### src/rtl/bgs_queue.sv
`timescale 1ns / 1ps
module bgs_queue #(
	parameter int WIDTH = 8
) (
	input  logic             clk,
	input  logic             arst_n,
	input  logic             push_valid,
	output logic             push_ready,
	input  logic [WIDTH-1:0] push_data,
	output logic             pop_valid,
	input  logic             pop_ready,
	output logic [WIDTH-1:0] pop_data
);
	logic [WIDTH-1:0] slot_q [2];
	logic             wr_q;
	logic             rd_q;
	logic [1:0]       count_q;
	logic             push;
	logic             pop;

	assign push_ready = (count_q != 2'd2);
	assign pop_valid  = (count_q != 2'd0);
	assign pop_data   = slot_q[rd_q];
	assign push       = push_valid && push_ready;
	assign pop        = pop_valid && pop_ready;

	always_ff @(posedge clk) begin
		if (push) begin
			slot_q[wr_q] <= push_data;
		end
	end

	always_ff @(posedge clk or negedge arst_n) begin
		if (!arst_n) begin
			wr_q    <= 1'b0;
			rd_q    <= 1'b0;
			count_q <= 2'd0;
		end else begin
			if (push) begin
				wr_q <= ~wr_q;
			end
			if (pop) begin
				rd_q <= ~rd_q;
			end
			unique case ({push, pop})
				2'b10:   count_q <= count_q + 2'd1;
				2'b01:   count_q <= count_q - 2'd1;
				default: count_q <= count_q;
			endcase
		end
	end
endmodule

### config.mk
export PLATFORM = sky130hd
export DESIGN_NAME = bgs_queue
export DESIGN_NICKNAME = d
export VERILOG_FILES = /design/src/rtl/bgs_queue.sv
export SDC_FILE = /design/constraint.sdc
export NUM_CORES = 1
export LEC_CHECK = 0
export ABC_CLOCK_PERIOD_IN_PS = 1500
export BUFFER_PORTS_ARGS = -buffer_cell sky130_fd_sc_hd__buf_4
export CORE_MARGIN = 2
export CORE_UTILIZATION = 30
export CTS_CLUSTER_DIAMETER = 150
export DETAILED_ROUTE_END_ITERATION = 7
export PLACE_DENSITY = 0.51
export SYNTH_ARGS = -nofsm -noshare
export SYNTH_HDL_FRONTEND = slang
export SYNTH_SLANG_ARGS = --single-unit
### constraint.sdc
create_clock -name clk -period 1.5 [get_ports clk]
set_clock_uncertainty 0.15 [all_clocks]
set_input_delay 0.15 -clock clk [delete_from_list [all_inputs] [get_ports clk]]
set_output_delay 0.15 -clock clk [all_outputs]
set_load 0.03 [all_outputs]
==> results.cfg, run 1 <==
[sta]
layout_min_cycle_time_ns = 1.59
fin_crit_sh_pct = 106
relSlewSlack_pct = 83.2
hold_violations = 0
slew_violations = 0
setup_viol = 9
finalWorstSetupSlack_ns = -0.0852
rsz0062_at_grt = yes
tightest_slew_ns = 0.251
fmax_mhz = 631

[yosys]
syn_inst = 42
yosysWarnings = 0
syn_avg_cell_area_um2 = 18.4
synth_cell_types = 13
synth-seq-area-share_pct = 75.3
ys_ff_latch = 20
synth_area_um2 = 771
synth_nets = 55

[finish]
drive_gt1_share_pct = 60.5
multi_input_area_um2 = 225
diodes = 0
mostFrequentLayoutCells = 21 x buf_4, 16 x edfxtp_1, 10 x buf_6
regArea_um2 = 582
fillers = 218
mostFrequentLayoutCell = buf_4
nets = 100
fin_area_um2 = 1260
syn_to_final_growth_pct = 63.6
final_util_pct = 51.4

[worst_setup_path]
start_kind = flip-flop
path_common_cell = buf_6
cp_top_family = flip-flops
rr_worst_depth = 6
cp_cell_sequence = buf_6, mux2_2, buf_6
crit_cells = 3
r2r_end = count_q[1]$_DFFE_PN0P_
crit_buf_inv = 2
critPathLaunch = rd_q$_DFFE_PN0P_
rrSetupSlack_ns = -0.05
worst-setup-path-type = reg2out
crit-reg2reg-launch = count_q[0]$_DFFE_PN0P_
end_kind = output pin
critPathRequiredTime_ns = 1.20
slowest_delay_ns = 0.40
crit_path_max_fanout = 4
cp_slowest_cell = dfrtp_2
arrival_ns = 1.29

[grt]
grt_pass1_wl_um = 2010
antenna_found_initial = 0
grt_max_degree = 12
grt_pass1_vias = 489
grt.total_usage_pct = 9.95
grt_overflow = 0

[status]
status = finished, violations left
violations = negative setup slack

[drt]
drcViolationCount = 0
wl_per_cell_um = 11.3
drt-vias-per-instance = 4.26
routed_wl_um = 1310
initialDrtViolationCount = 2
vias = 494
antenna_left = 0
dr.pass1.iters = 2

[die]
dieArea_um2 = 2990
start_util_pct = 31.4
fp.dieW_um = 54.7
dieHeight_um = 54.7
ioPinCount = 22
coreArea_um2 = 2450
rows = 18

[cts]
cts_root_buffer = clkbuf_4
max-clock-path-buffers = 2
clk_pin_slew_ns = 0.10
cts_made_buffers = 3
numClockSinks = 20
ctsHtreeMaxLevel = 1
worstSkewPairLatency_ns = 0.29
cts_tree = done

[power]
powerDensity_nw_per_um2 = 1960
irDropWorstVdd_mv = 1.07
leakagePower_nw = 0.509

[place]
dp_slack_ns = -0.0771
dpl_cell_area_um2 = 1050
place_congestion = 0.600
numPortBuffers = 21
place_hpwl_um = 862

[hold_path]
hold_path.class = in2async

[job]
max_cap_viol_count = 0
-- Yosys cell counts --
library cell / count / share of area, %
nor2_1: 2 / 0.97
or2_1: 1 / 0.81
xor2_1: 2 / 2.3
dfrtp_1: 4 / 13
and3_1: 1 / 0.81
nand2b_1: 1 / 0.81
and2_4: 1 / 1.1
edfxtp_1: 16 / 62
mux2_2: 8 / 12
buf_2: 1 / 0.65
ha_1: 1 / 1.6
nand2_1: 1 / 0.49
xnor2_1: 3 / 3.4
-- kinds of logic after synthesis --
family,count (synthesis),share of synthesized area (%)
muxes,8,11.7
xor gates and xnor gates,5,5.68
buffers and inverters,1,0.649
adders and majority gates,1,1.62
and+or+nand+nor,7,5.03
DFF,20,75.3
-- metrics by stage --
stage	instances	hold WS (ns)	setup TNS [ns]	total power [mW]
2_1_floorplan	42	-0.296	-0.117	1.54
3_3_place_gp	98	-0.197	-0.0310	1.93
3_5_place_dp	98	-0.201	-0.0771	1.95
4_1_cts	116	0.0188	-0.823	2.51
5_1_grt	116	0.0358	-1.18	2.62
6_report	116	0.0316	-0.694	2.47
-- power breakdown --
group | switching (mW) | leakage [nW] | internal (mW)
Sequential | 0.0728 | 0.194 | 0.778
Clock | 0.146 | 0.0210 | 0.148
Combinational | 0.615 | 0.294 | 0.711
-- worst reg2reg max path, cell delays in order, from the launching register on --
cell     delay [ns]
dfrtp_1        0.42
or2_4          0.24
and2_4         0.15
ha_4           0.15
xnor2_2        0.13
nor2_1         0.06
xor2_1         0.15
-- routing by layer --
layer / vias to the layer above / track usage (%) / wire length, um
met1: 242 / 12.1 / 590
li1: 240 / - / -
met4: 0 / 5.00 / 0
met5: - / 0 / 0
met2: 12 / 16.3 / 668
met3: 0 / 2.46 / 46
-- what timing repair did --
item | CTS | global route
hold buffers | 9 | 0
pin swaps | 2 | 1
setup endpoints to repair | 9 | 17
endpoints found under the hold margin | 20 | 0
resized for setup | 13 | 1
setup buffers | 5 | 0
-- worst max path at each step --
| stage | end | slack [ns] |
|---|---|---|
| after floorplan | count_q[1]$_DFFE_PN0P_ | -0.12 |
| after global placement | count_q[1]$_DFFE_PN0P_ | -0.03 |
| after detailed placement | count_q[1]$_DFFE_PN0P_ | -0.08 |
| after CTS | pop_data[5] | -0.10 |
| after global routing | pop_data[3] | -0.14 |
| final | pop_data[4] | -0.09 |
-- flip-flops by register name, summed over array words and instances, names as in the netlist --
name and count:
count_q 2, wr_q 1, rd_q 1, slot_q 16
-- area by class of cell --
type | instances | share of cell area [%]
flip-flops and latches | 20 | 46.1
repair buffers | 41 | 30.2
clock buffers | 4 | 2.88
multi-input cells | 21 | 17.9
well taps | 30 | 2.98
Note: power is estimated with default switching activity, not from simulation.
==> run 2: changes to the inputs <==
ABC_AREA = 1   (was default)
BUFFER_PORTS_ARGS = default   (was -buffer_cell sky130_fd_sc_hd__buf_4)
DONT_BUFFER_PORTS = 1   (was default)
PLACE_DENSITY = 0.43   (was 0.51)
==> results.cfg, run 2 <==
[status]
status = completed

[power]
irDropWorstVdd_mv = 0.968
p_comb_share_pct = 50.1
clkPwrFrac_pct = 11.5
power_switching_mw = 0.967
power_frac_seq_pct = 38.4
powerDensity_nw_per_um2 = 1980
p_sw_share_pct = 44.0
p_int_mw = 1.23
leakagePower_nw = 0.470

[yosys]
synthSimpleGateAreaFrac_pct = 22.0
synth-seq-area-share_pct = 70.7
ys_ff_latch = 20
synthArstFlopShare_pct = 20.0
synth-compound-area-share_pct = 0.610
synth_xor_area_share_pct = 1.07
synth_area_leaders = edfxtp_1 59%, nand2_1 14%, dfrtp_1 12%, nand2_4 2.7%, inv_1 2.3%
ys_top_cells_by_count = 31 x nand2_1, 16 x edfxtp_1, 5 x inv_1
synth_area_um2 = 821
synth.most_common_cell = nand2_1
yosysWarnings = 0
syn_avg_cell_area_um2 = 11.6
synth_top_area_cell = edfxtp_1
synth_edf_count = 16
yosysTopAreaCellShare_pct = 58.5
synthAdderAreaFrac_pct = 1.52
synth_mux_area_share_pct = 0
ys.flop_type = edfxtp_1
synth_nets = 84
synth_cell_types = 15
synth_top_family_by_area = simple AND/OR/NAND/NOR gates
syn_inst = 71

[sta]
fmax_mhz = 702
setup_viol = 0
layout_min_cycle_time_ns = 1.42
hold_violations = 0
tightest_slew_ns = 0.306
relSlewSlack_pct = 79.6
slew_violations = 0
fin_crit_sh_pct = 95.0
rsz0062_at_grt = no
finalWorstSetupSlack_ns = 0.0757
finalSetupTns_ns = 0

[die]
coreArea_um2 = 2540
fp.dieW_um = 56.3
start_util_pct = 32.3
dieArea_um2 = 3170
rows = 18
ioPinCount = 22
dieHeight_um = 56.3

[drt]
routed_wl_um = 1510
drt-vias-per-instance = 4.29
wl_per_cell_um = 12.0
vias = 536
drcViolationCount = 0
dr.pass1.iters = 4
initialDrtViolationCount = 7
antenna_left = 0

[worst_setup_path]
crit-reg2reg-launch = count_q[1]$_DFFE_PN0P_
arrival_ns = 1.12
cp_slowest_cell = dfrtp_2
rr_worst_depth = 4
crit_cells = 3
crit_path_max_fanout = 5
critPathRequiredTime_ns = 1.20
slowest_delay_ns = 0.46
cp-endpoint = pop_data[4]
end_kind = output pin
r2r_end = slot_q[1][5]$_DFFE_PP_
worst-setup-path-type = reg2out
cp_cell_sequence = buf_4, nand2_1, nand2_2
rrSetupSlack_ns = 0.09
crit_buf_inv = 1
start_kind = flip-flop
cp_top_family = flip-flops
critPathLaunch = rd_q$_DFFE_PN0P_

[place]
dpl_cell_area_um2 = 911
dp_slack_ns = -0.0121
place_hpwl_um = 1070
numPortBuffers = 0
place_congestion = 0.718

[finish]
top_register = slot_q
diodes = 0
final_util_pct = 43.7
syn_to_final_growth_pct = 35.4
drive_gt1_share_pct = 32.6
reg_top3 = slot_q x16, count_q x2
fillers = 251
largest_register_ffs = 16
nets = 109
mostFrequentLayoutCell = nand2_1
fin_area_um2 = 1110
mostFrequentLayoutCells = 22 x nand2_1, 16 x edfxtp_1, 12 x dlygate4sd3_1

[cts]
clk_pin_slew_ns = 0.11
worstSkewPairLatency_ns = 0.29
numClockSinks = 20
cts_made_buffers = 3
max-clock-path-buffers = 2
cts_tree = done
cts_root_buffer = clkbuf_4
ctsHtreeMaxLevel = 1

[grt]
grt.total_usage_pct = 10.2
grt_pass1_wl_um = 2350
grt_max_degree = 12
grt_overflow = 0
grt_pass1_vias = 515
antenna_found_initial = 0

[hold_path]
hold_path.class = in2reg

[job]
max_cap_viol_count = 0
## run 2: logic make-up (layout without fill, tap and decap cells)
group / count (synthesis) / in the layout
AO/OA/AOI/OAI: 1 / 1
adder cells (fa/ha/maj): 1 / 1
XOR/XNOR: 1 / 1
buffers and inverters: 8 / 32
AND/OR/NAND/NOR: 40 / 40
flip-flops: 20 / 20
## run 2: layout make-up
type | instances | area (um^2) | area share, %
Clock buffer | 3 | 22.5 | 2.03
Multi-Input combinational cell | 43 | 249 | 22.4
Timing Repair Buffer | 21 | 188 | 16.9
Clock inverter | 1 | 3.75 | 0.338
Inverter | 7 | 28.8 | 2.59
Tap cell | 30 | 37.5 | 3.38
Sequential cell | 20 | 582 | 52.4
## run 2: routing by layer
layer	vias to the layer above	wire (um)	GRT usage [%]
li1	277	-	-
met5	-	0	0
met2	12	737	16.8
met4	0	18	6.12
met3	2	88	3.00
met1	245	661	11.5
## run 2: worst min-delay path by stage
| stage | start | slack [ns] | end | cells past startpoint |
|---|---|---|---|---|
| floorplan | arst_n | -0.30 | count_q[0]$_DFFE_PN0P_ | 0 |
| global placement | arst_n | -0.30 | count_q[1]$_DFFE_PN0P_ | 0 |
| detailed placement | arst_n | -0.30 | count_q[1]$_DFFE_PN0P_ | 0 |
| CTS | push_data[2] | 0.34 | slot_q[1][2]$_DFFE_PP_ | 1 |
| global route | push_data[2] | 0.34 | slot_q[1][2]$_DFFE_PP_ | 1 |
| finish | push_data[5] | 0.36 | slot_q[1][5]$_DFFE_PP_ | 1 |
## run 2: timing repair
item | 4_1_cts | 5_1_grt
gates resized for setup | 10 | 3
hold buffers | 12 | 0
buffers inserted | 1 | 1
endpoints found under the hold margin | 22 | 0
endpoints found under the setup margin | 9 | 9
## run 2: worst reg2reg max path, stage by stage, from the launching register on
cell,delay (ns)
dfrtp_1,0.39
buf_4,0.14
nand2_4,0.07
nand2_4,0.07
nor2_4,0.26
## run 2: stage by stage
stage / hold slack (ns) / cells / power [mW]
final: 0.356 / 125 / 2.20
after global routing: 0.341 / 125 / 2.36
after CTS: 0.343 / 124 / 2.18
after detailed placement: -0.295 / 107 / 1.81
after global placement: -0.295 / 107 / 1.81
after floorplan: -0.296 / 71 / 1.59
## run 2: power groups by stage
stage	clock network [mW]	logic, mW	registers [mW]
2_1_floorplan	0	0.748	0.839
4_1_cts	0.271	1.05	0.854
3_5_place_dp	0	0.942	0.870
6_report	0.253	1.10	0.844
3_3_place_gp	0	0.940	0.866
5_1_grt	0.289	1.21	0.860
==> run 3: changes to the inputs <==
CELL_PAD_IN_SITES_DETAIL_PLACEMENT = 1   (was default)
CELL_PAD_IN_SITES_GLOBAL_PLACEMENT = 2   (was default)
CORE_UTILIZATION = 33   (was 30)
PLACE_DENSITY = 0.67   (was 0.43)
==> results.cfg, run 3 (synthesized netlist as in run 2, its figures left out) <==
[status]
status = completed

[finish]
drive_gt1_share_pct = 35.1
instances_no_fill = 124
nets = 108
mostFrequentLayoutCell = nand2_1
mostFrequentLayoutCells = 21 x nand2_1, 16 x edfxtp_1, 13 x dlygate4sd3_1
syn_to_final_growth_pct = 41.3
top_register = slot_q
largest_register_ffs = 16
reg_top3 = slot_q x16, count_q x2
diodes = 0

[place]
place_inst = 106
place_congestion = 0.702
place_hpwl_um = 1070
numPortBuffers = 0

[hold_path]
hold_path.class = in2reg
min_path_cells = 1
hold_end = slot_q[1][5]$_DFFE_PP_
hp-start = push_data[5]

[drt]
routed_wl_um = 1550
dr.pass1.iters = 3
drt-vias-per-instance = 4.53
antenna_left = 0
drcViolationCount = 0
vias = 562
initialDrtViolationCount = 9
wl_per_cell_um = 12.5

[grt]
grt_overflow = 0
met2_usage_pct = 20.1
grt.total_usage_pct = 12.5
grt_use_met1_pct = 15.0
grt_max_degree = 13
grt_pass1_wl_um = 2470
grtUsageMet3_pct = 3.89
antenna_found_initial = 0
grt_pass1_vias = 544
grt_busiest_layer = met2

[power]
leakagePower_nw = 0.485
powerDensity_nw_per_um2 = 2090
irDropWorstVdd_mv = 1.18
total_power_mw = 2.42

[cts]
clk_pin_slew_ns = 0.11
worstSkewPairLatency_ns = 0.29
cts_made_buffers = 3
cts_root_buffer = clkbuf_4
max-clock-path-buffers = 2
numClockSinks = 20
cts_tree = done
ctsHtreeMaxLevel = 1

[sta]
slew_violations = 0
setup_viol = 0
relSlewSlack_pct = 80.5
tightest_slew_ns = 0.291
hold_violations = 0
fin_crit_sh_pct = 95.5
hold_slack_ns = 0.342
layout_min_cycle_time_ns = 1.43
rsz0062_at_grt = yes
fmax_mhz = 698
finalSetupTns_ns = 0

[worst_setup_path]
cp_slowest_cell = dfrtp_2
arrival_ns = 1.13
start_kind = flip-flop
worst-setup-path-type = reg2out
end_kind = output pin
cp_cell_sequence = buf_4, nand2_1, nand2_4
critPathRequiredTime_ns = 1.20
rr_worst_depth = 9
r2r_end = count_q[1]$_DFFE_PN0P_
rrSetupSlack_ns = 0.09
crit_path_max_fanout = 5
slowest_delay_ns = 0.46
crit-reg2reg-launch = count_q[1]$_DFFE_PN0P_

[die]
dieHeight_um = 53.9
rows = 18
start_util_pct = 34.1
dieArea_um2 = 2900
ioPinCount = 22
fp.dieW_um = 53.9
coreArea_um2 = 2410

[job]
max_cap_viol_count = 0
run 3: cell types whose count changed in the layout (fill, tap and decap cells not counted), sizes merged:
cell	before	now
buf	9	7
bufinv	0	1
clkinv	1	0
dlygate4sd3	12	13
run 3: cell type report:
cell class              instances  area [um^2]
clock buffers                   3         22.5
clock inverters                 1         30.0
fillers                       259         1250
inverters                       7         28.8
multi-input cells              43          277
flip-flops and latches         20          582
well taps                      30         37.5
repair buffers                 20          183
run 3: report_power, final:
group / switching [mW] / internal [mW] / total, mW
Clock: 0.163 / 0.270 / 0.433
Combinational: 0.764 / 0.362 / 1.13
Sequential: 0.0882 / 0.775 / 0.863
run 3: metal layers:
| metal | share of wire [%] | up-vias |
|---|---|---|
| li1 | - | 274 |
| met2 | 54 | 15 |
| met4 | 1.1 | 0 |
| met3 | 4.6 | 4 |
| met1 | 41 | 269 |
| met5 | 0 | - |
run 3: how the worst max path moves through the flow:
stage / from / endpoint / slack, ns / cells after the start
global route: rd_q$_DFFE_PN0P_ / pop_data[7] / -0.03 / 3
detailed placement: count_q[1]$_DFFE_PN0P_ / count_q[1]$_DFFE_PN0P_ / -0.05 / 9
CTS: rd_q$_DFFE_PN0P_ / pop_data[4] / 0.04 / 3
floorplan: count_q[1]$_DFFE_PN0P_ / count_q[1]$_DFFE_PN0P_ / -0.01 / 9
global placement: count_q[1]$_DFFE_PN0P_ / count_q[1]$_DFFE_PN0P_ / -0.01 / 9
finish: rd_q$_DFFE_PN0P_ / pop_data[4] / 0.07 / 3
run 3: metrics by stage:
stage	cell area (um^2)	utilization, %	worst slack, ns
6_report	1160	48.1	0.0679
5_1_grt	1160	48.1	-0.0308
4_1_cts	1110	46.2	0.0357
3_5_place_dp	903	37.5	-0.0509
3_3_place_gp	903	37.5	-0.00954
2_1_floorplan	828	-	-0.0116
run 3: what timing repair did:
action                                  in CTS  in global routing
hold buffers                                12                  1
buffers inserted                             0                  1
gates resized for setup                     12                  9
endpoints found under the setup margin       9                  8
endpoints found under the hold margin       22                  1
run 3: worst max-delay path: cells and delay by family, from the launching register on:
family	cells	cell delay (ns)
and+or+nand+nor	2	0.21
buffers and inverters	1	0.17
DFF	1	0.46
