<file path="src/rtl/bgs_pkg.sv">
`timescale 1ns / 1ps
package bgs_pkg;

	localparam logic ACT_WRITE  = 1'b0;
	localparam logic ACT_SAMPLE = 1'b1;

	localparam logic [1:0] REG_GRID_WIDTH  = 2'd0;
	localparam logic [1:0] REG_GRID_HEIGHT = 2'd1;
	localparam logic [1:0] REG_KERNEL_MODE = 2'd2;

	localparam logic KERNEL_KEYS    = 1'b0;
	localparam logic KERNEL_BSPLINE = 1'b1;

	localparam int CFG_BITS = 7;
	localparam int POS_BITS = 14;
	localparam int IDX_BITS = 6;
	localparam int WFRAC    = 14;
	localparam int WW       = 16;

	// reciprocal of three, exact for values below 2^17
	localparam int RECIP_SHIFT = 17;
	localparam logic [RECIP_SHIFT-1:0] RECIP3 = 17'd43691;

	typedef enum logic [2:0] {
		ST_IDLE,
		ST_WGT,
		ST_WWAIT,
		ST_MAC,
		ST_MWAIT,
		ST_RND,
		ST_SAT,
		ST_OUT
	} bgs_state_t;

endpackage

</file>
<file path="src/rtl/bgs_front.sv">
`timescale 1ns / 1ps
module bgs_front #(
	parameter int GRID_W_MAX  = 64,
	parameter int GRID_H_MAX  = 64,
	parameter int SAMPLE_BITS = 24,
	parameter int FRAC_BITS   = 8,
	parameter int QW          = 8
) (
	input  logic                            clk,
	input  logic                            arst_n,
	input  logic                            cfg_we,
	input  logic [1:0]                      cfg_index,
	input  logic [bgs_pkg::CFG_BITS-1:0]    cfg_data,
	input  logic                            in_valid,
	output logic                            in_ready,
	input  logic                            action,
	input  logic [bgs_pkg::IDX_BITS-1:0]    write_column,
	input  logic [bgs_pkg::IDX_BITS-1:0]    write_row,
	input  logic signed [SAMPLE_BITS-1:0]   write_value,
	input  logic [bgs_pkg::POS_BITS-1:0]    sample_x,
	input  logic [bgs_pkg::POS_BITS-1:0]    sample_y,
	output logic                            kernel_mode,
	output logic                            q_valid,
	input  logic                            q_ready,
	output logic [QW-1:0]                   q_data
);
	import bgs_pkg::*;

	localparam int AW  = $clog2(GRID_W_MAX * GRID_H_MAX);
	localparam int IXW = $clog2(GRID_W_MAX);
	localparam int IYW = $clog2(GRID_H_MAX);
	localparam int CXW = $clog2(GRID_W_MAX + 1);
	localparam int CYW = $clog2(GRID_H_MAX + 1);
	localparam int XW  = (IXW + FRAC_BITS > POS_BITS) ? IXW + FRAC_BITS : POS_BITS;
	localparam int YW  = (IYW + FRAC_BITS > POS_BITS) ? IYW + FRAC_BITS : POS_BITS;

	logic [CFG_BITS-1:0]  grid_width_q;
	logic [CFG_BITS-1:0]  grid_height_q;
	logic                 kernel_mode_q;
	logic [CXW-1:0]       wc;
	logic [CYW-1:0]       hc;
	logic [IXW-1:0]       wl;
	logic [IYW-1:0]       hl;
	logic [XW-1:0]        xmax;
	logic [YW-1:0]        ymax;
	logic [XW-1:0]        xc;
	logic [YW-1:0]        yc;
	logic [IXW-1:0]       ix;
	logic [IYW-1:0]       iy;
	logic [FRAC_BITS-1:0] fx;
	logic [FRAC_BITS-1:0] fy;
	logic                 wen;
	logic [AW-1:0]        waddr;

	always_ff @(posedge clk or negedge arst_n) begin
		if (!arst_n) begin
			grid_width_q  <= CFG_BITS'(64);
			grid_height_q <= CFG_BITS'(64);
			kernel_mode_q <= KERNEL_KEYS;
		end else if (cfg_we) begin
			unique case (cfg_index)
				REG_GRID_WIDTH:  grid_width_q  <= cfg_data;
				REG_GRID_HEIGHT: grid_height_q <= cfg_data;
				REG_KERNEL_MODE: kernel_mode_q <= cfg_data[0];
				default:         ;
			endcase
		end
	end

	assign kernel_mode = kernel_mode_q;

	// extent clamp, cell split and write address check
	always_comb begin
		if (grid_width_q == '0) begin
			wc = CXW'(1);
		end else if (32'(grid_width_q) > GRID_W_MAX) begin
			wc = CXW'(GRID_W_MAX);
		end else begin
			wc = CXW'(grid_width_q);
		end
		if (grid_height_q == '0) begin
			hc = CYW'(1);
		end else if (32'(grid_height_q) > GRID_H_MAX) begin
			hc = CYW'(GRID_H_MAX);
		end else begin
			hc = CYW'(grid_height_q);
		end
		wl   = IXW'(wc - CXW'(1));
		hl   = IYW'(hc - CYW'(1));
		xmax = XW'(wl) << FRAC_BITS;
		ymax = YW'(hl) << FRAC_BITS;
		xc   = (XW'(sample_x) > xmax) ? xmax : XW'(sample_x);
		yc   = (YW'(sample_y) > ymax) ? ymax : YW'(sample_y);
		ix   = IXW'(xc >> FRAC_BITS);
		iy   = IYW'(yc >> FRAC_BITS);
		fx   = xc[FRAC_BITS-1:0];
		fy   = yc[FRAC_BITS-1:0];
		wen  = (32'(write_column) < GRID_W_MAX) && (32'(write_row) < GRID_H_MAX);
		waddr = AW'(32'(write_row) * GRID_W_MAX + 32'(write_column));
	end

	assign q_valid  = in_valid;
	assign in_ready = q_ready;
	assign q_data   = {action, wen, waddr, write_value, ix, iy, fx, fy, wl, hl};
endmodule

</file>
<file path="config.mk">
export PLATFORM = sky130hd
export DESIGN_NAME = bgs_front
export DESIGN_NICKNAME = d
export VERILOG_FILES = /design/src/rtl/bgs_pkg.sv /design/src/rtl/bgs_front.sv
export SDC_FILE = /design/constraint.sdc
export NUM_CORES = 1
export LEC_CHECK = 0
export ABC_AREA = 1
export BUFFER_PORTS_ARGS = -buffer_cell sky130_fd_sc_hd__buf_4
export CORE_MARGIN = 5
export CORE_UTILIZATION = 34
export CTS_BUF_LIST = sky130_fd_sc_hd__clkbuf_8
export DETAILED_ROUTE_END_ITERATION = 10
export GPL_ROUTABILITY_DRIVEN = 0
export GPL_TIMING_DRIVEN = 0
export PLACE_DENSITY = 0.83
export SLEW_MARGIN = 20
export SYNTH_ARGS = -nofsm -noshare
export SYNTH_HDL_FRONTEND = slang
export SYNTH_SLANG_ARGS = --single-unit
</file>
<file path="constraint.sdc">
create_clock -name clk -period 1.6 [get_ports clk]
set_input_delay 0.16 -clock clk [delete_from_list [all_inputs] [get_ports clk]]
set_output_delay 0.16 -clock clk [all_outputs]
set_load 0.05 [all_outputs]
</file>
==> run summary, run 1 <==
DRT Pass-1 Iters: 4
Worst slack, placed: -153 ps
Final setup viols: 5
Die area: 0.00343 sq mm
Hold WS: 143 ps
Synth-to-Final Area Change: 56.6%
Syn_nets: 179
Post-route insts no fill: 164
WL/cell: 11.6 microns
PwrDens: 1390 mW/mm^2
Row Count: 17
Die Y-Extent: 58.6 microns
Slew @ Worst Pin: 324 ps
Synthesized cell area: 802 sq um
Synthesized area per cell: 8.10 sq um
Failing checks: negative setup slack
Antenna violations before repair: 0
Final Skew: 0 ps
Period utilization: 117%
Synth cell types: 23
Final WL: 1.91 mm
Max Cap Violations: 0
Number of global-route vias before repair: 792
RSZ-0062 raised after global routing: yes
DRT antenna net count: 0
Ys flop type: dfrtp_1
CTS tree: yes
Ant. Diodes: 0
Setup CP Type: reg2out
Total GRT Usage: 12.8%
Iter 0 DRT Violations: 10
Setup TNS: -868 ps
CTS root buf: clkbuf_8
CP max FO: 5
Crit end category: output pin
Worst IR Drop VDD: 0.000847 V
Drc violations: 0
Startpoint Class: register
Routed vias/inst: 4.79
GR Overflow Total: 0
Pins Over Slew Limit: 0
Share of synthesized registers carrying an async set or reset: 100%
CP arrival: 1710 ps
Worst path required time: 1440 ps
Clk slew on worst S/H paths: 60 ps
Seq/Total Area, Yosys: 47.1%
Status: finished with violations
HP Class: in2reg
Largest net degree at the start of global routing: 16
Post-synth EDFFs: 0
Mapped Cells: 99
Peak Freq: 535 MHz
Hold Crit Depth: 3
Final hold viol count: 0
CTS max path bufs: 2
Rel. slew slack: 78.2%
Nets: 217
Min cycle time layout: 1870 ps
Via count: 786
YS warnings: 0
Top Ports: 90
Die W: 58.6 microns
Placed Instances: 149
Worst-case reg-to-reg path depth: 3
Starting Density: 35.9%
Inserted Clock Buffers: 3
Area of the core: 0.00223 sq mm
Sinks on Clock Net: 15
Setup ws final: -268 ps
Layout cells sized above 1: 44.9%
First-pass GRT wire length: 3.35 mm
Yosys reg bits: 15
Leak Pwr: 0.622 nW
HPWL after DPL: 1.42 mm
H-tree depth: 1
PortBufs: 22
Worst-Skew Late Latency: 250 ps
==> area by class of cell <==
type / instances / area, sq um
fillers: 194 / 977
multi-input cells: 67 / 437
flip-flops and latches: 15 / 380
repair buffers: 33 / 280
inverters: 13 / 52.6
clock buffers: 3 / 41.3
well taps: 28 / 35.0
plain buffers: 4 / 25.0
clock inverters: 1 / 5.00
==> logic make-up (layout without fill, tap and decap cells) <==
kind of cell             Yosys count  after routing  share of synthesized area [%]
XOR/XNOR                           3              3                           3.28
flip-flops                        15             15                           47.1
AO/OA/AOI/OAI                     22             22                           15.3
buffers and inverters             17             54                           9.20
adder cells (fa/ha/maj)            1              1                           1.56
AND/OR/NAND/NOR                   41             41                           23.6
==> what timing repair did <==
item                                   CTS  global route
hold buffers                             1             0
resized for setup                       10             7
buffers inserted                         7             3
endpoints found under the hold margin   15             0
pin swaps                                6             9
setup endpoints to repair                5             8
==> cells in the mapped netlist (2+ instances only) <==
cell type,instances,share of area [%]
xor2_1,2,2.2
o21ai_1,11,6.9
inv_1,13,6.1
nand3_1,4,2.5
dfrtp_1,13,41
o21ai_0,8,5.0
nor2_1,3,1.4
nand2_1,26,12
dfstp_2,2,6.6
nand2_2,2,1.6
buf_4,2,1.9
buf_2,2,1.2
==> worst paths after layout <==
check                            startpoint               end  slack (ps)
max in group asynchronous            arst_n  grid_height_q[6]        1070
min                             cfg_data[6]  grid_height_q[6]         140
min reg2reg                 grid_width_q[6]   grid_width_q[6]         490
max                        grid_height_q[6]         q_data[4]        -270
min in group asynchronous            arst_n   grid_width_q[5]         290
max reg2reg                grid_height_q[6]  grid_height_q[6]         720
==> worst max-delay path, cell delays in order (launching register included) <==
cell and delay [ps]:
dfstp_2 540, inv_2 60, nand2_1 70, o21bai_2 90, nand2_4 90, ha_4 180, nand2_4 80, xor2_4 190
buf_6 160
==> report_power, final <==
group / switching [mW] / leakage, nW / internal [mW]
combinational: 0.547 / 0.416 / 0.388
clock: 0.138 / 0.0255 / 0.173
sequential: 0.0495 / 0.181 / 0.448
total: 0.735 / 0.622 / 1.01
==> cells in the final DEF (no fill, tap or decap), types with 2 or more instances in the layout <==
cell type,Yosys,layout
dfrtp_1,13,11
dfstp_2,2,2
clkbuf_8,0,3
nor2_1,3,2
buf_4,2,28
buf_6,0,4
dfrtp_2,0,2
nand2_1,26,23
o21ai_0,8,8
nor2_4,1,2
nand2_4,0,3
o21ai_1,11,11
nand2_2,2,2
inv_1,13,11
buf_2,2,2
nand3_1,4,4
buf_8,0,2
==> per-stage QoR <==
| step | total power, mW | utilization (%) | instance area, sq um |
|---|---|---|---|
| after detailed placement | 1.29 | 47.7 | 1070 |
| after CTS | 1.71 | 54.3 | 1210 |
| after floorplan | 1.09 | - | 866 |
| after global placement | 1.27 | 47.7 | 1070 |
| final | 1.74 | 56.2 | 1260 |
| after global routing | 1.84 | 56.2 | 1260 |
==> per-layer routing <==
layer	track usage [%]	vias to the layer above	part of all wire [%]
met5	0	-	0
met4	8.09	0	2.5
met3	1.75	5	5.7
met2	22.2	27	54
met1	14.7	362	38
li1	-	392	-
==> state kept, by name, indices dropped and copies added (netlist names) <==
signal	flops
grid_height_q	7
grid_width_q	7
kernel_mode	1
(Power assumes the default switching activity.)
==> run 2, diff against run 1 <==
--- a/config.mk
+++ b/config.mk
@@ -14,6 +14,7 @@
 export GPL_ROUTABILITY_DRIVEN = 0
 export GPL_TIMING_DRIVEN = 0
 export PLACE_DENSITY = 0.83
+export RECOVER_POWER = 25
 export SLEW_MARGIN = 20
 export SYNTH_ARGS = -nofsm -noshare
 export SYNTH_HDL_FRONTEND = slang
==> run 2 against run 1 <==
  * The flow still finishes with violations (negative setup slack)
  * Non-clock buffer count unchanged
  * Fmax stayed put
  * Clock skew unchanged
  * First-iteration DRC count unchanged
  * Via count stayed put
  * Total power is essentially flat
  * Critical endpoint unchanged
  * Largest cell class unchanged
==> run summary, run 2 (same netlist as run 1, synthesis figures left out) <==
Slowest-stage cell, CP: dfstp_2
Synth-to-Final Area Change: 56.2%
Clock power frac: 17.9% (about the same)
HP Class: in2reg
Nets: 217 (unchanged)
Placed Instances: 149 (unchanged)
Number of global-route vias before repair: 792 (unchanged)
Worst IR Drop VDD: 0.000846 V (about the same)
Inserted Clock Buffers: 3 (unchanged)
Die W: 58.6 microns (unchanged)
Final hold viol count: 0 (unchanged)
Die Y-Extent: 58.6 microns (unchanged)
Most frequent CP cell: nand2_4
H-tree depth: 1 (unchanged)
Most common cell after layout, fill and taps aside: buf_4
R2r startpoint: grid_height_q[6]
Pins Over Slew Limit: 0 (unchanged)
Setup CP Type: reg2out
CP max FO: 5 (unchanged)
Starting Density: 35.9% (unchanged)
Via count: 786 (unchanged)
Setup ws final: -268 ps (unchanged)
GR Overflow Total: 0 (unchanged)
Top Ports: 90 (unchanged)
Routed vias/inst: 4.79 (unchanged)
Iter 0 DRT Violations: 10 (unchanged)
CP delay by family, top: flip-flops
Slew @ Worst Pin: 791 ps (+468 ps)
Max Cap Violations: 0 (unchanged)
Post-route insts no fill: 164 (unchanged)
Sequential power share: 28.5% (about the same)
CP peak stage delay: 540 ps (about the same)
Period utilization: 117% (unchanged)
Final Util: 56.1% (-0.17 points)
Row Count: 17 (unchanged)
Final setup viols: 5 (unchanged)
Layout cells sized above 1: 44.1% (-0.74 points)
CTS max path bufs: 2 (unchanged)
RSZ-0062 raised after global routing: yes
Final WL: 1.91 mm (unchanged)
Worst-case reg-to-reg path depth: 3 (unchanged)
Worst-Skew Late Latency: 250 ps (about the same)
Reg2reg end: grid_height_q[6]
CTS root buf: clkbuf_8
CP arrival: 1710 ps (about the same)
Hold Crit Depth: 3 (unchanged)
Crit end category: output pin
Status: finished with violations
Logic pwr share: 53.6% (about the same)
Die area: 0.00343 sq mm (unchanged)
First-pass GRT wire length: 3.35 mm (unchanged)
Ant. Diodes: 0 (unchanged)
Worst path required time: 1440 ps (about the same)
Reg2reg setup slack: 720 ps (about the same)
Area of the core: 0.00223 sq mm (unchanged)
Startpoint Class: register
Most frequent cells in the layout: buf_4, nand2_1, inv_1, o21ai_1, dfrtp_1
Antenna violations before repair: 0 (unchanged)
Switching share of total power: 42.2% (about the same)
PwrDens: 1390 mW/mm^2 (+0.23%)
Leak Pwr: 0.619 nW (-0.58%)
Final Skew: 0 ps (unchanged)
Critical Path, Cell by Cell: inv_2 -> nand2_1 -> o21bai_2 -> nand2_4 -> ha_4 -> nand2_4 -> xor2_4 -> buf_6
DRT antenna net count: 0 (unchanged)
Drc violations: 0 (unchanged)
Sinks on Clock Net: 15 (unchanged)
Total GRT Usage: 12.8% (unchanged)
HP Start: cfg_data[6]
Min cycle time layout: 1870 ps (unchanged)
Switch Pwr: 0.735 mW (about the same)
HPWL after DPL: 1.42 mm (unchanged)
WL/cell: 11.6 microns (unchanged)
Largest net degree at the start of global routing: 16 (unchanged)
CTS tree: yes
Layout fillers: 196 (+1.0%)
Peak Freq: 535 MHz (unchanged)
PortBufs: 22 (unchanged)
Clk slew on worst S/H paths: 60 ps (about the same)
Int Pwr: 1.01 mW (-0.12%)
WP buf/inv: 2 (unchanged)
DRT Pass-1 Iters: 4 (unchanged)
WHS Endpoint: grid_height_q[6]
Failing checks: negative setup slack
Rel. slew slack: 47.2% (-31 points)
## run 2: timing repair
item	CTS	global route
endpoints found under the setup margin	5	8
buffers inserted	7	3
pin swaps	6	9
gates resized for setup	10	7
hold endpoints to repair	15	0
hold buffers	1	0
## run 2: worst max path at each step
| stage | start | end | slack, ps | cells past startpoint |
|---|---|---|---|---|
| finish | grid_height_q[6] | q_data[4] | -270 | 8 |
| floorplan | grid_width_q[0] | q_data[6] | -210 | 3 |
| detailed placement | grid_height_q[6] | q_data[4] | -150 | 8 |
| global route | grid_height_q[0] | q_data[4] | -350 | 8 |
| CTS | grid_height_q[3] | q_data[4] | -280 | 8 |
| global placement | grid_height_q[6] | q_data[4] | -120 | 8 |
## run 2: final cells by class
class	instances	area, sq um	share of cell area (%)
Clock inverter	1	5.00	0.400
Clock buffer	3	41.3	3.30
Sequential cell	15	380	30.4
Multi-Input combinational cell	67	437	34.9
Tap cell	28	35.0	2.80
Inverter	13	52.6	4.20
Buffer	4	25.0	2.00
Timing Repair Buffer	33	277	22.1
## run 2: tightest hold or removal path, delay by kind of cell
family	cells	cell delay, ps
AO/OA/AOI/OAI	1	70
buffers and inverters	2	160
## run 2: through the flow
| stage | cell area (sq um) | hold slack [ps] | total power [mW] | setup WS, ps | TNS (ps) |
|---|---|---|---|---|---|
| after floorplan | 866 | -136 | 1.09 | -206 | -633 |
| after global placement | 1070 | 16.7 | 1.27 | -123 | -123 |
| after detailed placement | 1070 | 21.9 | 1.29 | -153 | -153 |
| after CTS | 1210 | 137 | 1.71 | -278 | -901 |
| after global routing | 1250 | 147 | 1.84 | -352 | -1420 |
| final | 1250 | 143 | 1.74 | -268 | -868 |
## run 2: layer usage
layer	track usage [%]	wire length, microns
met2	22.2	1020
met4	8.09	48
met5	0	0
met1	14.7	731
met3	1.75	108
## run 2: power by group through the flow
stage / logic [mW] / clock network, mW / registers [mW]
finish: 0.934 / 0.311 / 0.497
global route: 0.992 / 0.340 / 0.505
global placement: 0.756 / 0 / 0.510
floorplan: 0.575 / 0 / 0.514
detailed placement: 0.774 / 0 / 0.515
CTS: 0.895 / 0.321 / 0.496
==> run 3, diff against run 2 <==
--- a/config.mk
+++ b/config.mk
@@ -6,14 +6,16 @@
 export NUM_CORES = 1
 export LEC_CHECK = 0
 export ABC_AREA = 1
-export BUFFER_PORTS_ARGS = -buffer_cell sky130_fd_sc_hd__buf_4
+export BUFFER_PORTS_ARGS = -buffer_cell sky130_fd_sc_hd__buf_2
+export CELL_PAD_IN_SITES_DETAIL_PLACEMENT = 0
+export CELL_PAD_IN_SITES_GLOBAL_PLACEMENT = 1
 export CORE_MARGIN = 5
-export CORE_UTILIZATION = 34
+export CORE_UTILIZATION = 22
 export CTS_BUF_LIST = sky130_fd_sc_hd__clkbuf_8
 export DETAILED_ROUTE_END_ITERATION = 10
 export GPL_ROUTABILITY_DRIVEN = 0
 export GPL_TIMING_DRIVEN = 0
-export PLACE_DENSITY = 0.83
+export PLACE_DENSITY = 0.84
 export RECOVER_POWER = 25
 export SLEW_MARGIN = 20
 export SYNTH_ARGS = -nofsm -noshare
==> run 3 against run 2 <==
  * The run still ends with negative setup slack left
  * Fmax grew 2.2%
  * Sequential share of layout area grew 0.38 points
  * Die area rose by 44%
  * Sequential power about the same
  * Count of clock-buffer cells in the layout unchanged
  * Routed wire length is 10% lower
  * Core utilization decreased by 22 points
  * Total power shrank 3.4%
  * Clock skew is the same
  * Largest cell class unchanged
==> run summary, run 3 (same netlist as run 1, synthesis figures left out) <==
Hold WS: 160 ps (+17.4 ps)
CP peak stage delay: 550 ps (about the same)
Slew @ Worst Pin: 788 ps (-3.34 ps)
PortBufs: 22 (unchanged)
First-pass GRT wire length: 3.04 mm (-9.3%)
Most common cell after layout, fill and taps aside: nand2_1
Row Count: 22 (+5)
Min cycle time layout: 1830 ps (-41.0 ps)
Status: finished with violations
Worst-case reg-to-reg path depth: 3 (unchanged)
Setup ws final: -227 ps (+41.0 ps)
Setup TNS: -694 ps (+174 ps)
CTS max path bufs: 2 (unchanged)
DRT Pass-1 Iters: 4 (unchanged)
Iter 0 DRT Violations: 12 (+2)
Pins Over Slew Limit: 0 (unchanged)
Drc violations: 0 (unchanged)
Most frequent CP cell: nand2_4
Final design area excluding fillers: 0.00123 sq mm (-1.9%)
Worst IR Drop VDD: 0.000476 V (-44%)
Period utilization: 114% (-2.6 points)
DP Area: 0.00104 sq mm (-2.8%)
CTS root buf: clkbuf_8
Reg2reg end: grid_height_q[6]
Area of the core: 0.00361 sq mm (+61%)
Final WL: 1.71 mm (-10%)
Die area: 0.00495 sq mm (+44%)
Critical Path, Cell by Cell: inv_2 -> nand2_2 -> o21bai_4 -> nand2_4 -> ha_4 -> nand2_4 -> xor2_4 -> buf_6
CP arrival: 1670 ps (-40 ps)
Number of global-route vias before repair: 724 (-8.6%)
Startpoint Class: register
WL/cell: 9.41 microns (-19%)
Final setup viols: 5 (unchanged)
Final hold viol count: 0 (unchanged)
Worst-Skew Late Latency: 240 ps (about the same)
Ant. Diodes: 0 (unchanged)
Total GRT Usage: 7.36% (-5.4 points)
HP Class: in2reg
PwrDens: 1370 mW/mm^2 (-1.6%)
Leak Pwr: 0.595 nW (-3.7%)
HPWL after DPL: 1.38 mm (-3.5%)
Synth-to-Final Area Change: 53.2%
Slowest-stage cell, CP: dfstp_2
Post-route insts no fill: 182 (+11%)
Rel. slew slack: 47.5% (+0.22 points)
Max Cap Violations: 0 (unchanged)
Top Ports: 90 (unchanged)
Routed vias/inst: 3.96 (-17%)
Worst slack, placed: -201 ps (-47.8 ps)
Die Y-Extent: 70.4 microns (+20%)
R2r startpoint: grid_height_q[6]
Critical Path Sink: q_data[4]
Starting Density: 22.2% (-14 points)
Inserted Clock Buffers: 3 (unchanged)
Die W: 70.4 microns (+20%)
RSZ-0062 raised after global routing: yes
Sinks on Clock Net: 15 (unchanged)
CP Launch Point: grid_height_q[6]
Worst path required time: 1440 ps (about the same)
Clk slew on worst S/H paths: 50 ps (about the same)
CTS tree: yes
Most frequent cells in the layout: nand2_1, o21ai_1, buf_2, dfrtp_1, inv_1
Via count: 721 (-8.3%)
Final Skew: 0 ps (unchanged)
Peak Freq: 547 MHz (+2.2%)
Setup CP Type: reg2out
CP max FO: 5 (unchanged)
Antenna violations before repair: 0 (unchanged)
DRT antenna net count: 0 (unchanged)
GR Overflow Total: 0 (unchanged)
H-tree depth: 1 (unchanged)
Placed Instances: 169 (+13%)
Layout cells sized above 1: 40.3% (-3.8 points)
Nets: 215 (-0.92%)
Reg2reg setup slack: 750 ps (+30 ps)
Largest net degree at the start of global routing: 16 (unchanged)
Failing checks: negative setup slack
Crit end category: output pin
==> run 3: repair_timing <==
action                                  CTS  global route
buffers inserted                          7             1
hold buffers                              1             0
pin swaps                                 7             5
endpoints found under the setup margin    6             8
hold endpoints to repair                 13             0
resized for setup                        16            12
==> run 3: how the worst min path moves through the flow <==
stage	cells after the start	to	startpoint	slack (ps)
2_1_floorplan	0	grid_height_q[0]	arst_n	-140
3_3_place_gp	1	kernel_mode	arst_n	70
3_5_place_dp	1	kernel_mode	arst_n	70
4_1_cts	3	grid_height_q[6]	cfg_data[6]	160
5_1_grt	3	grid_height_q[6]	cfg_data[6]	170
6_report	3	grid_height_q[6]	cfg_data[6]	160
==> run 3: final cells by class <==
type                    instances  area [sq um]
inverters                      13          52.6
well taps                      48          60.1
plain buffers                   4          25.0
multi-input cells              67           442
fillers                       384          2380
clock buffers                   3          41.3
repair buffers                 31           226
flip-flops and latches         15           378
clock inverters                 1          3.75
==> run 3: routing by layer <==
layer  global-route usage, %  routed length (microns)
met3                    1.87                       68
met2                    13.4                      898
met1                    8.15                      728
met4                    2.55                       17
met5                       0                        0
==> run 3: power breakdown <==
part	total (mW)	internal (mW)	switching, mW
logic	0.904	0.367	0.537
clock network	0.284	0.169	0.115
registers	0.495	0.446	0.0481
==> run 3: stage by stage <==
stage	util, %	power, mW
final	34.1	1.68
after global placement	28.7	1.22
after global routing	34.1	1.78
after detailed placement	28.7	1.23
after CTS	33.1	1.66
after floorplan	-	1.09
==> run 3: critical path, delay by kind of cell, from the launching register on <==
| family | cells | cell delay (ps) |
|---|---|---|
| DFF | 1 | 550 |
| and+or+nand+nor | 3 | 210 |
| xor gates and xnor gates | 1 | 190 |
| AOI/OAI and AO/OA | 1 | 80 |
| buffers and inverters | 2 | 210 |
| adders and majority gates | 1 | 180 |
